==> config.mk <==
export PLATFORM = sky130hd
export DESIGN_NAME = tftp_packet_field_parser
export DESIGN_NICKNAME = d
export VERILOG_FILES = /design/src/hw/rtl/tpfp_pkg.sv /design/src/hw/rtl/tftp_packet_field_parser.sv
export SDC_FILE = /design/constraint.sdc
export NUM_CORES = 1
export LEC_CHECK = 0
export BUFFER_PORTS_ARGS = -buffer_cell sky130_fd_sc_hd__buf_4
export CORE_AREA = 2 2 114 116
export DETAILED_ROUTE_END_ITERATION = 7
export DIE_AREA = 0 0 116 118
export PLACE_DENSITY = 0.52
export SLEW_MARGIN = 20
export SYNTH_ARGS = -nofsm -noshare
export SYNTH_HDL_FRONTEND = slang
export SYNTH_SLANG_ARGS = --single-unit
==> constraint.sdc <==
create_clock -name clk -period 2.45 [get_ports clk]
set_clock_uncertainty 0.2 [all_clocks]
set_input_delay 0.1225 -clock clk [delete_from_list [all_inputs] [get_ports clk]]
set_output_delay 0.1225 -clock clk [all_outputs]
set_load 0.01 [all_outputs]
==> src/hw/rtl/tpfp_pkg.sv <==
// ----------------------------------------------------------------------------
// tpfp_pkg
// shared constants for the tftp packet field parser: byte roles, verdicts,
// opcodes and string phases
// ----------------------------------------------------------------------------
`default_nettype none

package tpfp_pkg;

	// byte roles
	localparam logic [3:0] ROLE_OPCODE    = 4'd0;
	localparam logic [3:0] ROLE_NUM_HI    = 4'd1;
	localparam logic [3:0] ROLE_NUM_LO    = 4'd2;
	localparam logic [3:0] ROLE_FNAME     = 4'd3;
	localparam logic [3:0] ROLE_FNAME_NUL = 4'd4;
	localparam logic [3:0] ROLE_MODE      = 4'd5;
	localparam logic [3:0] ROLE_MODE_NUL  = 4'd6;
	localparam logic [3:0] ROLE_DATA      = 4'd7;
	localparam logic [3:0] ROLE_MSG       = 4'd8;
	localparam logic [3:0] ROLE_MSG_NUL   = 4'd9;
	localparam logic [3:0] ROLE_IGNORED   = 4'd10;

	// packet verdicts
	localparam logic [2:0] ST_OK          = 3'd0;
	localparam logic [2:0] ST_TOO_SHORT   = 3'd1;
	localparam logic [2:0] ST_UNKNOWN_OP  = 3'd2;
	localparam logic [2:0] ST_NUM_SHORT   = 3'd3;
	localparam logic [2:0] ST_NO_FNAME_NUL = 3'd4;
	localparam logic [2:0] ST_NO_MODE_NUL = 3'd5;
	localparam logic [2:0] ST_ERR_SHORT   = 3'd6;
	localparam logic [2:0] ST_NO_MSG_NUL  = 3'd7;

	// accepted opcodes
	localparam logic [15:0] OP_RRQ   = 16'd1;
	localparam logic [15:0] OP_DATA  = 16'd3;
	localparam logic [15:0] OP_ACK   = 16'd4;
	localparam logic [15:0] OP_ERROR = 16'd5;

	// byte position saturates here
	localparam logic [2:0] POS_MAX = 3'd5;

	// string phases; the fourth code is never reached and counts as done
	localparam logic [1:0] PH_FIRST  = 2'd0;
	localparam logic [1:0] PH_SECOND = 2'd1;
	localparam logic [1:0] PH_DONE   = 2'd2;

	localparam logic [7:0] NUL = 8'h00;

	function automatic logic has_number(input logic [15:0] op);
		return (op == OP_DATA) || (op == OP_ACK) || (op == OP_ERROR);
	endfunction

endpackage

`default_nettype wire

==> src/hw/rtl/tftp_packet_field_parser.sv <==
// ----------------------------------------------------------------------------
// tftp_packet_field_parser
// tags each byte of a tftp packet with its field and gives a verdict on the
// last byte
// ----------------------------------------------------------------------------
// Bytes of a packet enter one word per cycle on the item channel while
// item_stall is low, is_last set on the final byte. Every byte comes back on
// the result channel with its role (opcode, block number or error code,
// filename, mode, data, message, terminator, ignored), the opcode and number
// assembled so far, and on the last byte a verdict. The block sustains one
// byte per clock while result_stall is low, through an input register, then
// position, phase and field decode that also updates the per-packet state,
// then the result register; that update does not hold up the next byte. All
// packet state returns to zero after the last byte, so the next byte starts
// a new packet. Only RRQ, DATA, ACK and ERROR are accepted; WRQ and all
// other opcodes are reported as unknown.
`default_nettype none

module tftp_packet_field_parser import tpfp_pkg::*; (
	input  wire logic        clk,
	input  wire logic        arst_n,
	// item channel
	input  wire logic        item_valid,
	output logic             item_stall,
	input  wire logic [7:0]  byte_in,
	input  wire logic        is_last,
	// result channel
	output logic             result_valid,
	input  wire logic        result_stall,
	output logic [3:0]       byte_role,
	output logic [7:0]       byte_out,
	output logic [15:0]      packet_opcode,
	output logic [15:0]      number_value,
	output logic             packet_end,
	output logic [2:0]       parse_status
);

	// pipeline control
	logic valid_s1;
	logic adv_s2;   // result register loads
	logic adv_s1;   // input register loads

	assign adv_s2     = !result_valid || !result_stall;
	assign adv_s1     = !valid_s1 || adv_s2;
	assign item_stall = !adv_s1;

	// input register
	logic [7:0] byte_s1;
	logic       last_s1;

	always_ff @(posedge clk or negedge arst_n) begin
		if (!arst_n) begin
			valid_s1 <= 1'b0;
		end else if (adv_s1) begin
			valid_s1 <= item_valid;
		end
	end

	always_ff @(posedge clk) begin
		if (adv_s1 && item_valid) begin
			byte_s1 <= byte_in;
			last_s1 <= is_last;
		end
	end

	// per-packet state
	logic [2:0]  pos_q;
	logic [15:0] opcode_q;
	logic [15:0] number_q;
	logic [1:0]  phase_q;

	// decode of the byte in the input register
	logic [15:0] opcode_nx;
	logic [15:0] number_nx;
	logic [1:0]  phase_nx;
	logic [3:0]  role_nx;
	logic [2:0]  status_nx;
	logic        is_nul;

	assign is_nul = (byte_s1 == NUL);

	always_comb begin
		opcode_nx = opcode_q;
		number_nx = number_q;
		phase_nx  = phase_q;
		role_nx   = ROLE_IGNORED;

		if (pos_q == 3'd0) begin
			// first opcode byte lands high, low half cleared
			opcode_nx = {byte_s1, 8'h00};
			role_nx   = ROLE_OPCODE;
		end else if (pos_q == 3'd1) begin
			opcode_nx = opcode_q | {8'h00, byte_s1};
			role_nx   = ROLE_OPCODE;
		end else if (opcode_q == OP_RRQ) begin
			// filename, then mode, each closed by a nul
			if (phase_q == PH_FIRST) begin
				role_nx = is_nul ? ROLE_FNAME_NUL : ROLE_FNAME;
				if (is_nul) begin
					phase_nx = PH_SECOND;
				end
			end else if (phase_q == PH_SECOND) begin
				role_nx = is_nul ? ROLE_MODE_NUL : ROLE_MODE;
				if (is_nul) begin
					phase_nx = PH_DONE;
				end
			end
		end else if (has_number(opcode_q)) begin
			if (pos_q == 3'd2) begin
				number_nx = {byte_s1, 8'h00};
				role_nx   = ROLE_NUM_HI;
			end else if (pos_q == 3'd3) begin
				number_nx = number_q | {8'h00, byte_s1};
				role_nx   = ROLE_NUM_LO;
			end else if (opcode_q == OP_DATA) begin
				role_nx = ROLE_DATA;
			end else if (opcode_q == OP_ERROR && phase_q == PH_FIRST) begin
				// error message runs to its first nul
				role_nx = is_nul ? ROLE_MSG_NUL : ROLE_MSG;
				if (is_nul) begin
					phase_nx = PH_DONE;
				end
			end
		end
	end

	// verdict, only on the last byte; shortness wins over everything else
	always_comb begin
		status_nx = ST_OK;
		if (last_s1) begin
			priority if (pos_q == 3'd0) begin
				status_nx = ST_TOO_SHORT;
			end else if (opcode_nx == OP_RRQ) begin
				if (phase_nx == PH_FIRST) begin
					status_nx = ST_NO_FNAME_NUL;
				end else if (phase_nx == PH_SECOND) begin
					status_nx = ST_NO_MODE_NUL;
				end
			end else if (opcode_nx == OP_DATA || opcode_nx == OP_ACK) begin
				if (pos_q < 3'd3) begin
					status_nx = ST_NUM_SHORT;
				end
			end else if (opcode_nx == OP_ERROR) begin
				if (pos_q < 3'd4) begin
					status_nx = ST_ERR_SHORT;
				end else if (phase_nx == PH_FIRST) begin
					status_nx = ST_NO_MSG_NUL;
				end
			end else begin
				status_nx = ST_UNKNOWN_OP;
			end
		end
	end

	// state update when the byte moves into the result register
	logic take_s1;
	assign take_s1 = valid_s1 && adv_s2;

	always_ff @(posedge clk or negedge arst_n) begin
		if (!arst_n) begin
			pos_q    <= 3'd0;
			opcode_q <= 16'd0;
			number_q <= 16'd0;
			phase_q  <= PH_FIRST;
		end else if (take_s1) begin
			if (last_s1) begin
				// packet closed, start over
				pos_q    <= 3'd0;
				opcode_q <= 16'd0;
				number_q <= 16'd0;
				phase_q  <= PH_FIRST;
			end else begin
				opcode_q <= opcode_nx;
				number_q <= number_nx;
				phase_q  <= phase_nx;
				if (pos_q < POS_MAX) begin
					pos_q <= pos_q + 3'd1;
				end
			end
		end
	end

	// result register
	always_ff @(posedge clk or negedge arst_n) begin
		if (!arst_n) begin
			result_valid <= 1'b0;
		end else if (adv_s2) begin
			result_valid <= valid_s1;
		end
	end

	always_ff @(posedge clk) begin
		if (take_s1) begin
			byte_role     <= role_nx;
			byte_out      <= byte_s1;
			packet_opcode <= opcode_nx;
			number_value  <= number_nx;
			packet_end    <= last_s1;
			parse_status  <= status_nx;
		end
	end

	// a verdict only ever rides on the closing byte
	assert property (@(posedge clk) disable iff (!arst_n)
		result_valid && !packet_end |-> parse_status == ST_OK)
		else $error("verdict on a byte that does not close the packet");

	// closing a packet clears the position
	assert property (@(posedge clk) disable iff (!arst_n)
		take_s1 && last_s1 |=> pos_q == 3'd0 && phase_q == PH_FIRST)
		else $error("packet state not cleared after last byte");

	// position never runs past its saturation point
	assert property (@(posedge clk) disable iff (!arst_n)
		pos_q <= POS_MAX)
		else $error("byte position out of range");

	// opcodes without a number never show one
	assert property (@(posedge clk) disable iff (!arst_n)
		result_valid && !has_number(packet_opcode) |-> number_value == 16'd0)
		else $error("number reported for an opcode that has none");

	// a stalled result holds its role
	assert property (@(posedge clk) disable iff (!arst_n)
		result_valid && result_stall |=> result_valid && $stable(byte_role))
		else $error("stalled result changed");

endmodule

`default_nettype wire
==> results of run 1 <==
sequential cells by signal, summed over array words and instances, names as in the netlist:
register / count
parse_status: 3
result_valid: 1
byte_s1: 8
valid_s1: 1
opcode_q: 16
pos_q: 3
number_value: 16
packet_opcode: 16
packet_end: 1
phase_q: 2
number_q: 16
last_s1: 1
byte_out: 8
byte_role: 4
cells in the final DEF, fill, tap and decap left out, types with 3 or more instances in the layout:
cell type	count
a22o_1	12
nand2b_1	5
clkbuf_16	9
nor2_1	36
edfxtp_1	57
dlygate4sd3_1	13
a22oi_1	3
nor4_4	4
buf_4	112
inv_1	5
o21ai_0	11
a22oi_2	6
o21ai_1	7
nand2_1	69
nor2_4	3
a21oi_1	31
and2_1	4
nand3_1	5
o22ai_1	4
nor2b_1	4
dfrtp_1	39
or4_4	3
a31oi_1	5
layout make-up:
type                            instances  area (µm²)  share of cell area, %
Sequential cell                        96        2690                   45.9
Multi-Input combinational cell        255        1600                   27.3
Timing Repair Buffer                  129        1030                   17.5
Clock buffer                           10         229                   3.91
Tap cell                              172         215                   3.67
Clock inverter                          6        66.3                   1.13
Inverter                                8        33.8                  0.576
stage by stage:
stage,power (µW),hold slack (ns)
global placement,4310,-0.0588
floorplan,3400,-0.373
CTS,5840,0.127
detailed placement,4340,-0.0456
global route,6340,0.182
finish,5960,0.114
what timing repair did:
action / in CTS / in global routing
gates cloned: 0 / 1
pin swaps: 8 / 13
setup buffers: 3 / 2
hold buffers: 13 / 0
gates resized for setup: 9 / 31
hold endpoints to repair: 50 / 0
setup endpoints to repair: 3 / 35
layer usage:
layer  part of all wire [%]  vias to the layer above  wire length, µm
met1                     44                     1626             4800
met5                      0                        -                0
met4                    1.9                        0              211
met3                    4.3                       13              466
li1                       -                     1604                -
met2                     49                       71             5360
worst paths after layout:
path	cells past startpoint	slack [ns]	end
worst min-delay path	2	0.11	valid_s1
worst max-delay path	6	0.05	parse_status[0]
max in group asynchronous	2	1.56	phase_q[1]
worst min register to register	1	0.30	result_valid
worst max register to register	6	0.05	parse_status[0]
min in group clk	2	0.29	byte_s1[2]
power groups by stage:
stage / Combinational, µW / Clock (µW) / Sequential [µW]
after floorplan: 1040 / 0 / 2360
after global placement: 2030 / 0 / 2280
after detailed placement: 2050 / 0 / 2300
after CTS: 2120 / 1440 / 2270
after global routing: 2530 / 1500 / 2310
final: 2290 / 1400 / 2270
worst max-delay path: stages, from the launching register on:
cell,delay (ns)
dfrtp_1,0.41
nor4_4,0.38
nand4_4,0.16
or4_4,0.52
xor2_2,0.17
nor3b_2,0.06
o31a_1,0.23
cells by family (layout without fill, tap and decap cells):
kind of cell / count (synthesis) / in the layout / synth area share, %
fa+ha+maj: 5 / 5 / 1.46
xor+xnor: 2 / 2 / 0.410
flops: 96 / 96 / 62.8
buf+inv: 30 / 153 / 2.90
simple gates: 155 / 155 / 18.5
compound gates: 93 / 93 / 13.9
==> metrics.cfg, run 1 <==
[sta]
hold_viol=0
post-route-period-util_pct=97.9
finalCriticalPeriod_ns=2.40
setup_viol=0
finalSetupTns_ns=0
finalWorstSetupSlack_ns=0.0524
tightestPinTransition_ns=0.834
slew_viol_final=0
clock.fmax_mhz=417
rsz0062_at_grt=yes
slew_headroom_pct=44.2

[setup_path]
start_kind=flip-flop
crit_path_start=opcode_q[9]
r2r_start=opcode_q[9]
endpoint_kind=flip-flop
cp_max_fo=3
crit_required_ns=2.34
criticalPathCategory=reg2reg
arrival_ns=2.29

[layout]
num_antenna_cells=0
drive_above_1_share_pct=33.9
finalNonFillerCells=676
final_cell_area_um2=5860
area_growth_pct=37.0
fin_nets=517
post-route-util_pct=47.2
n_fill_cell=1199

[clock_network]
cts_sinks=96
clk_pin_slew_ns=0.07
insertion_delay_ns=0.34
cts-root-buf=clkbuf_16
cts.htree.levels=3
cts.path.max_buffers=2
cts_tree=built
numCtsBuffers=9

[floorplanning]
design.core.area_um2=12400
die_area_um2=13700
die_y_um=118
die_x_um=116
pin_count=63
start_util_pct=34.5
row_count=41

[grt]
antenna_found_initial=0
met2_usage_pct=26.2
use_met3_pct=3.50
grt_util_all_layers_pct=16.8
overflow=0
grt-busiest-layer=met2
met1_usage_pct=23.0
grt_pass1_vias=3317
grt_max_degree=40
grt_pass1_wl_um=17500

[drt]
wl_per_cell_um=16.0
viasPerCell=4.90
dr_total_vias=3314
routed_wl_um=10800
dr.pass1.iters=4
detail-route-antenna-nets=0
drtIter0Drc=191
remaining_drc_errors=0

[yosys]
synthesis.area_um2=4280
synth_cells=381
syn_area_per_cell_um2=11.2
synth_fp_nets=399
synth-edff-count=57
ys_top_cells_by_area=edfxtp_1 40%, dfrtp_1 23%, nand2_1 6.1%, a21oi_1 3.6%, nor2_1 3.4%
synth_top_flop_cell=edfxtp_1
synth_common_cells=70 x nand2_1, 57 x edfxtp_1, 39 x dfrtp_1, 39 x nor2_1, 31 x a21oi_1
yosys_warnings=0
yosys.area.top_type=edfxtp_1
synth_most_common_cell=nand2_1
yosysTopAreaCellShare_pct=40.0
ys_seq_elements=96
async_flop_share_pct=40.6
synth_seq_area_share_pct=62.8
synth_cell_types=53

[pwr]
p_sw_uw=2010
swShare_pct=33.7
p_int_uw=3960
max-vdd-ir-drop_v=0.000487
p_per_area_nw_per_um2=1020
p_leak_uw=0.00249
seq_power_share_pct=38.1
pwr-share-clk_pct=23.5
combPwrFrac_pct=38.4

[placed_design]
port_buffers=62
place_area_um2=5240
gp_congestion=0.839
hpwlAfterDp_um=7520
dpl_worst_slack_ns=-0.125
dp_cells=641

[outcome]
status=finished, final reports clean

[run]
max_cap_viol_count=0

[hold_path]
hp-class=in2async

Power figures use the tool's default switching activity.
==> inputs of run 2 (changes only) <==
Settings changed: CELL_PAD_IN_SITES_DETAIL_PLACEMENT set to 2, CELL_PAD_IN_SITES_GLOBAL_PLACEMENT set to 2, CORE_AREA 2 2 114 116 to 2 2 116 118, DIE_AREA 0 0 116 118 to 0 0 118 120, PLACE_DENSITY 0.52 to 0.72.
==> run 2 against run 1 <==
The flow now finishes with violations (setup timing). Wire length is 29% higher. First-iteration DRC count is 14% lower. Via count is 4.7% higher. Register-to-register slack worse by 0.099 ns. Count of clock-buffer cells in the layout is 1 lower. Combinational power is 2% lower. Non-clock buffer count is 2 lower. Global-route usage is 3.4 points higher. Maximum frequency is 4.0% lower. Power is 0.55% higher. Hold slack worse by 0.012 ns. Highest routed layer unchanged.
==> metrics.cfg, run 2 (same netlist as run 1, synthesis figures left out) <==
[sta]
hold_viol=0
rsz0062_at_grt=yes
slew_viol_final=0
finalCriticalPeriod_ns=2.50
slew_headroom_pct=35.7
clock.fmax_mhz=401
setup_viol=3
post-route-period-util_pct=102
finalWorstSetupSlack_ns=-0.0469
tightestPinTransition_ns=0.961

[drt]
detail-route-antenna-nets=0
routed_wl_um=13900
dr_total_vias=3469
maxUsedRoutingLayer=met4
viasPerCell=5.12
wl_met2_um=7320
drtIter0Drc=164
wl_met1_um=5930
dr.pass1.iters=4
remaining_drc_errors=0
wl_per_cell_um=20.5
dr_wl_met3_um=438

[floorplanning]
row_count=42
die_x_um=118
start_util_pct=33.0
die_area_um2=14200
pin_count=63
design.core.area_um2=13000
die_y_um=120

[clock_network]
cts_sinks=96
cts.htree.levels=3
insertion_delay_ns=0.36
cts-root-buf=clkbuf_16
clk_pin_slew_ns=0.07
cts.path.max_buffers=2
numCtsBuffers=9
cts_tree=built

[setup_path]
endpoint_kind=flip-flop
rr_worst_depth=6
path_depth=6
r2r_start=opcode_q[13]
slowest_delay_ns=0.49
reg2reg_slack_ns=-0.05
start_kind=flip-flop
crit_path_start=opcode_q[13]
critPathTopFamily=simple AND/OR/NAND/NOR gates
cp_max_fo=5
criticalPathCategory=reg2reg
r2r_end=parse_status[0]
crit_required_ns=2.36
arrival_ns=2.40
crit_buf_inv=0
slowest_stage=or4_4
cp_cell_sequence=nor4_4 -> nand4_4 -> or4_4 -> xor2_4 -> nor3b_2 -> o31a_1

[layout]
final_cell_mix=112 x buf_4, 70 x nand2_1, 57 x edfxtp_1
final_cell_area_um2=5810
post-route-util_pct=44.7
fin_nets=515
final_common_cell=buf_4
n_fill_cell=1345
area_growth_pct=35.7
num_antenna_cells=0
drive_above_1_share_pct=32.9

[grt]
antenna_found_initial=0
overflow=0
grt_pass1_wl_um=21600
grt_max_degree=40
grt_pass1_vias=3814
grt_util_all_layers_pct=20.2

[hold_path]
hp-class=in2async

[run]
max_cap_viol_count=0

[placed_design]
hpwlAfterDp_um=9460
place_area_um2=5240
gp_congestion=0.805
port_buffers=62

[pwr]
p_per_area_nw_per_um2=1030
max-vdd-ir-drop_v=0.000435
p_leak_uw=0.00247

[outcome]
violations=setup timing
status=finished with violations

## run 2: changes by cell type in the layout (fill, tap and decap cells not counted), moves of 2 or more
cell and delta:
o21ai_1 +2, a22oi_2 -2, clkinv_4 +2, a22oi_1 +2
## run 2: layout make-up
class                           count  area, µm²  area share (%)
Tap cell                          176        220            3.79
Sequential cell                    96       2690            46.3
Timing Repair Buffer              127        993            17.1
Clock buffer                        9        225            3.88
Inverter                            8       33.8           0.582
Clock inverter                      7       77.6            1.34
Multi-Input combinational cell    255       1570            27.0
## run 2: per-stage QoR
stage	setup TNS [ns]	total power [µW]	std cells	hold WS (ns)	setup slack [ns]
final	-0.0831	6000	678	0.102	-0.0469
after global placement	-0.0822	4310	645	-0.0474	-0.0822
after floorplan	0	3400	381	-0.373	0.00540
after global routing	-1.39	6350	678	0.138	-0.164
after detailed placement	-0.162	4430	645	-0.0427	-0.141
after CTS	-0.0105	5950	674	0.110	-0.0105
## run 2: metal layers
metal	GRT usage, %	vias up
li1	-	1599
met1	24.6	1780
met2	35.5	72
met3	4.37	18
met4	6.55	0
met5	0	-
## run 2: where the power goes
| part | leakage [µW] | switching (µW) | internal (µW) |
|---|---|---|---|
| Combinational | 0.00124 | 1260 | 983 |
| Sequential | 0.00108 | 213 | 2080 |
| Clock | 0.000152 | 650 | 802 |
| Total | 0.00247 | 2130 | 3870 |
## run 2: worst max-delay path by stage
stage | endpoint | slack [ns]
2_1_floorplan | parse_status[0] | 0.005
3_3_place_gp | parse_status[0] | -0.08
3_5_place_dp | parse_status[0] | -0.14
4_1_cts | parse_status[0] | -0.01
5_1_grt | parse_status[0] | -0.16
6_report | parse_status[0] | -0.05
## run 2: timing repair
action                                 in CTS  in global routing
setup buffers                               0                  4
endpoints found under the hold margin      50                  0
hold buffers                               13                  0
pin swaps                                   1                  6
setup endpoints to repair                   4                 22
gates resized for setup                    11                 19
==> inputs of run 3 (changes only) <==
Settings changed: BUFFER_PORTS_ARGS -buffer_cell sky130_fd_sc_hd__buf_4 to unset, CORE_AREA 2 2 116 118 to 2 2 114 116, DIE_AREA 0 0 118 120 to 0 0 116 118, DONT_BUFFER_PORTS set to 1, PLACE_DENSITY 0.72 to 0.67, SKIP_LAST_GASP set to 1.
==> run 3 against run 2 <==
Global-route usage increased by 0.30 points. Non-clock buffer count shrank 45. Power is 0.12% lower. Count of clock-buffer cells in the layout grew 1. Sequential share of layout area is 1.7 points higher. Die area decreased by 3.3%. The flow still finishes with violations (setup timing). Maximum frequency is essentially flat. Sequential power is 4% higher. Utilization rose by 0.34 points. Highest routed layer unchanged. Wire length down 3.0%. Combinational power hardly changed. Clock power fell by 9.7%.
==> metrics.cfg, run 3 (same netlist as run 1, synthesis figures left out) <==
[outcome]
status=finished with violations
violations=setup timing

[sta]
hold_viol=0
clock.fmax_mhz=401
slew_viol_final=0
rsz0062_at_grt=yes
tightestPinTransition_ns=0.890
hold_slack_ns=0.0408
setup_viol=1
post-route-period-util_pct=102
slew_headroom_pct=40.4
finalWorstSetupSlack_ns=-0.0447
finalCriticalPeriod_ns=2.49

[clock_network]
numCtsBuffers=9
cts.htree.levels=3
cts_sinks=96
clk_pin_slew_ns=0.07
insertion_delay_ns=0.36
cts-root-buf=clkbuf_16
cts.path.max_buffers=2
cts_tree=built

[setup_path]
crit_path_start=byte_s1[1]
start_kind=flip-flop
arrival_ns=2.40
endpoint_kind=flip-flop
rr_worst_depth=6
r2r_start=byte_s1[1]
crit_required_ns=2.36
slowest_delay_ns=0.59
cp_cell_sequence=nor4_4 -> nand2_2 -> or4_4 -> xor2_4 -> nor3b_2 -> o31a_1
criticalPathCategory=reg2reg
slowest_stage=or4_4
cp_max_fo=2

[pwr]
p_total_uw=5990
p_per_area_nw_per_um2=1070
p_leak_uw=0.00227
max-vdd-ir-drop_v=0.000448

[floorplanning]
pin_count=63
die_y_um=118
row_count=41
start_util_pct=34.5
die_x_um=116
design.core.area_um2=12400
die_area_um2=13700

[layout]
final_common_cell=nand2_1
area_growth_pct=30.8
drive_above_1_share_pct=28.7
fin_nets=470
multi_input_area_um2=1680
n_fill_cell=1256
seqCellArea_um2=2690
final_cell_mix=69 x nand2_1, 57 x edfxtp_1, 57 x buf_4
num_antenna_cells=0

[drt]
wl_per_cell_um=21.5
drtIter0Drc=98
dr.pass1.iters=4
remaining_drc_errors=0
detail-route-antenna-nets=0
routed_wl_um=13500
viasPerCell=5.21
dr_total_vias=3274

[run]
max_cap_viol_count=0

[grt]
grt_util_all_layers_pct=20.5
grt_pass1_wl_um=20700
overflow=0
grt_max_degree=40
antenna_found_initial=0
grt_pass1_vias=3650

[placed_design]
hpwlAfterDp_um=8840
port_buffers=0
gp_congestion=0.860

[hold_path]
whs_path_depth=1
hp-class=in2reg
hp-start=item_valid

run 3: critical path: cells and delay by family, from the launching register on:
kind            cells  cell delay (ns)
xor+xnor            1             0.16
simple gates        4             1.13
compound gates      1             0.28
flops               1             0.46
run 3: final cells by class:
| class | count | area share (%) |
|---|---|---|
| multi-input combinational | 255 | 30.0 |
| tap | 172 | 3.85 |
| inverter | 8 | 0.604 |
| timing repair buffer | 82 | 12.8 |
| clock inverter | 5 | 0.604 |
| sequential | 96 | 48.0 |
| clock buffer | 10 | 4.09 |
run 3: final timing paths:
kind / endpoint / slack [ns]
worst min-delay path: byte_s1[3] / 0.04
worst max-delay path: parse_status[0] / -0.04
min in group asynchronous: valid_s1 / 0.06
worst min register to register: number_q[5] / 0.30
max in group asynchronous: opcode_q[1] / 1.76
worst max register to register: parse_status[0] / -0.04
run 3: power by group:
group / switching, µW / internal (µW) / total (µW)
Combinational: 1260 / 1020 / 2280
Sequential: 301 / 2090 / 2390
Clock: 631 / 683 / 1310
Total: 2190 / 3800 / 5990
run 3: through the flow:
step / area [µm²] / cells / TNS, ns / setup WS, ns / util, %
after CTS: 5360 / 620 / -0.0308 / -0.0308 / 43.2
after global routing: 5600 / 628 / -0.954 / -0.139 / 45.1
after global placement: 4830 / 588 / -0.202 / -0.126 / 38.9
after detailed placement: 4830 / 588 / -0.900 / -0.279 / 38.9
final: 5600 / 628 / -0.0447 / -0.0447 / 45.1
after floorplan: 4290 / 381 / 0 / 0.00540 / -
run 3: layer usage:
metal	up-vias	GRT usage (%)	share of wire [%]
met1	1684	25.8	43
met3	17	4.17	3.5
met4	0	8.26	2.4
li1	1497	-	-
met2	76	34.0	51
met5	-	0	0
run 3: what timing repair did:
item / 4_1_cts / 5_1_grt
buffers inserted: 3 / 7
gates cloned: 0 / 1
setup endpoints to repair: 11 / 35
endpoints found under the hold margin: 50 / 0
gates resized for setup: 22 / 41
hold buffers: 14 / 0
pin swaps: 6 / 10
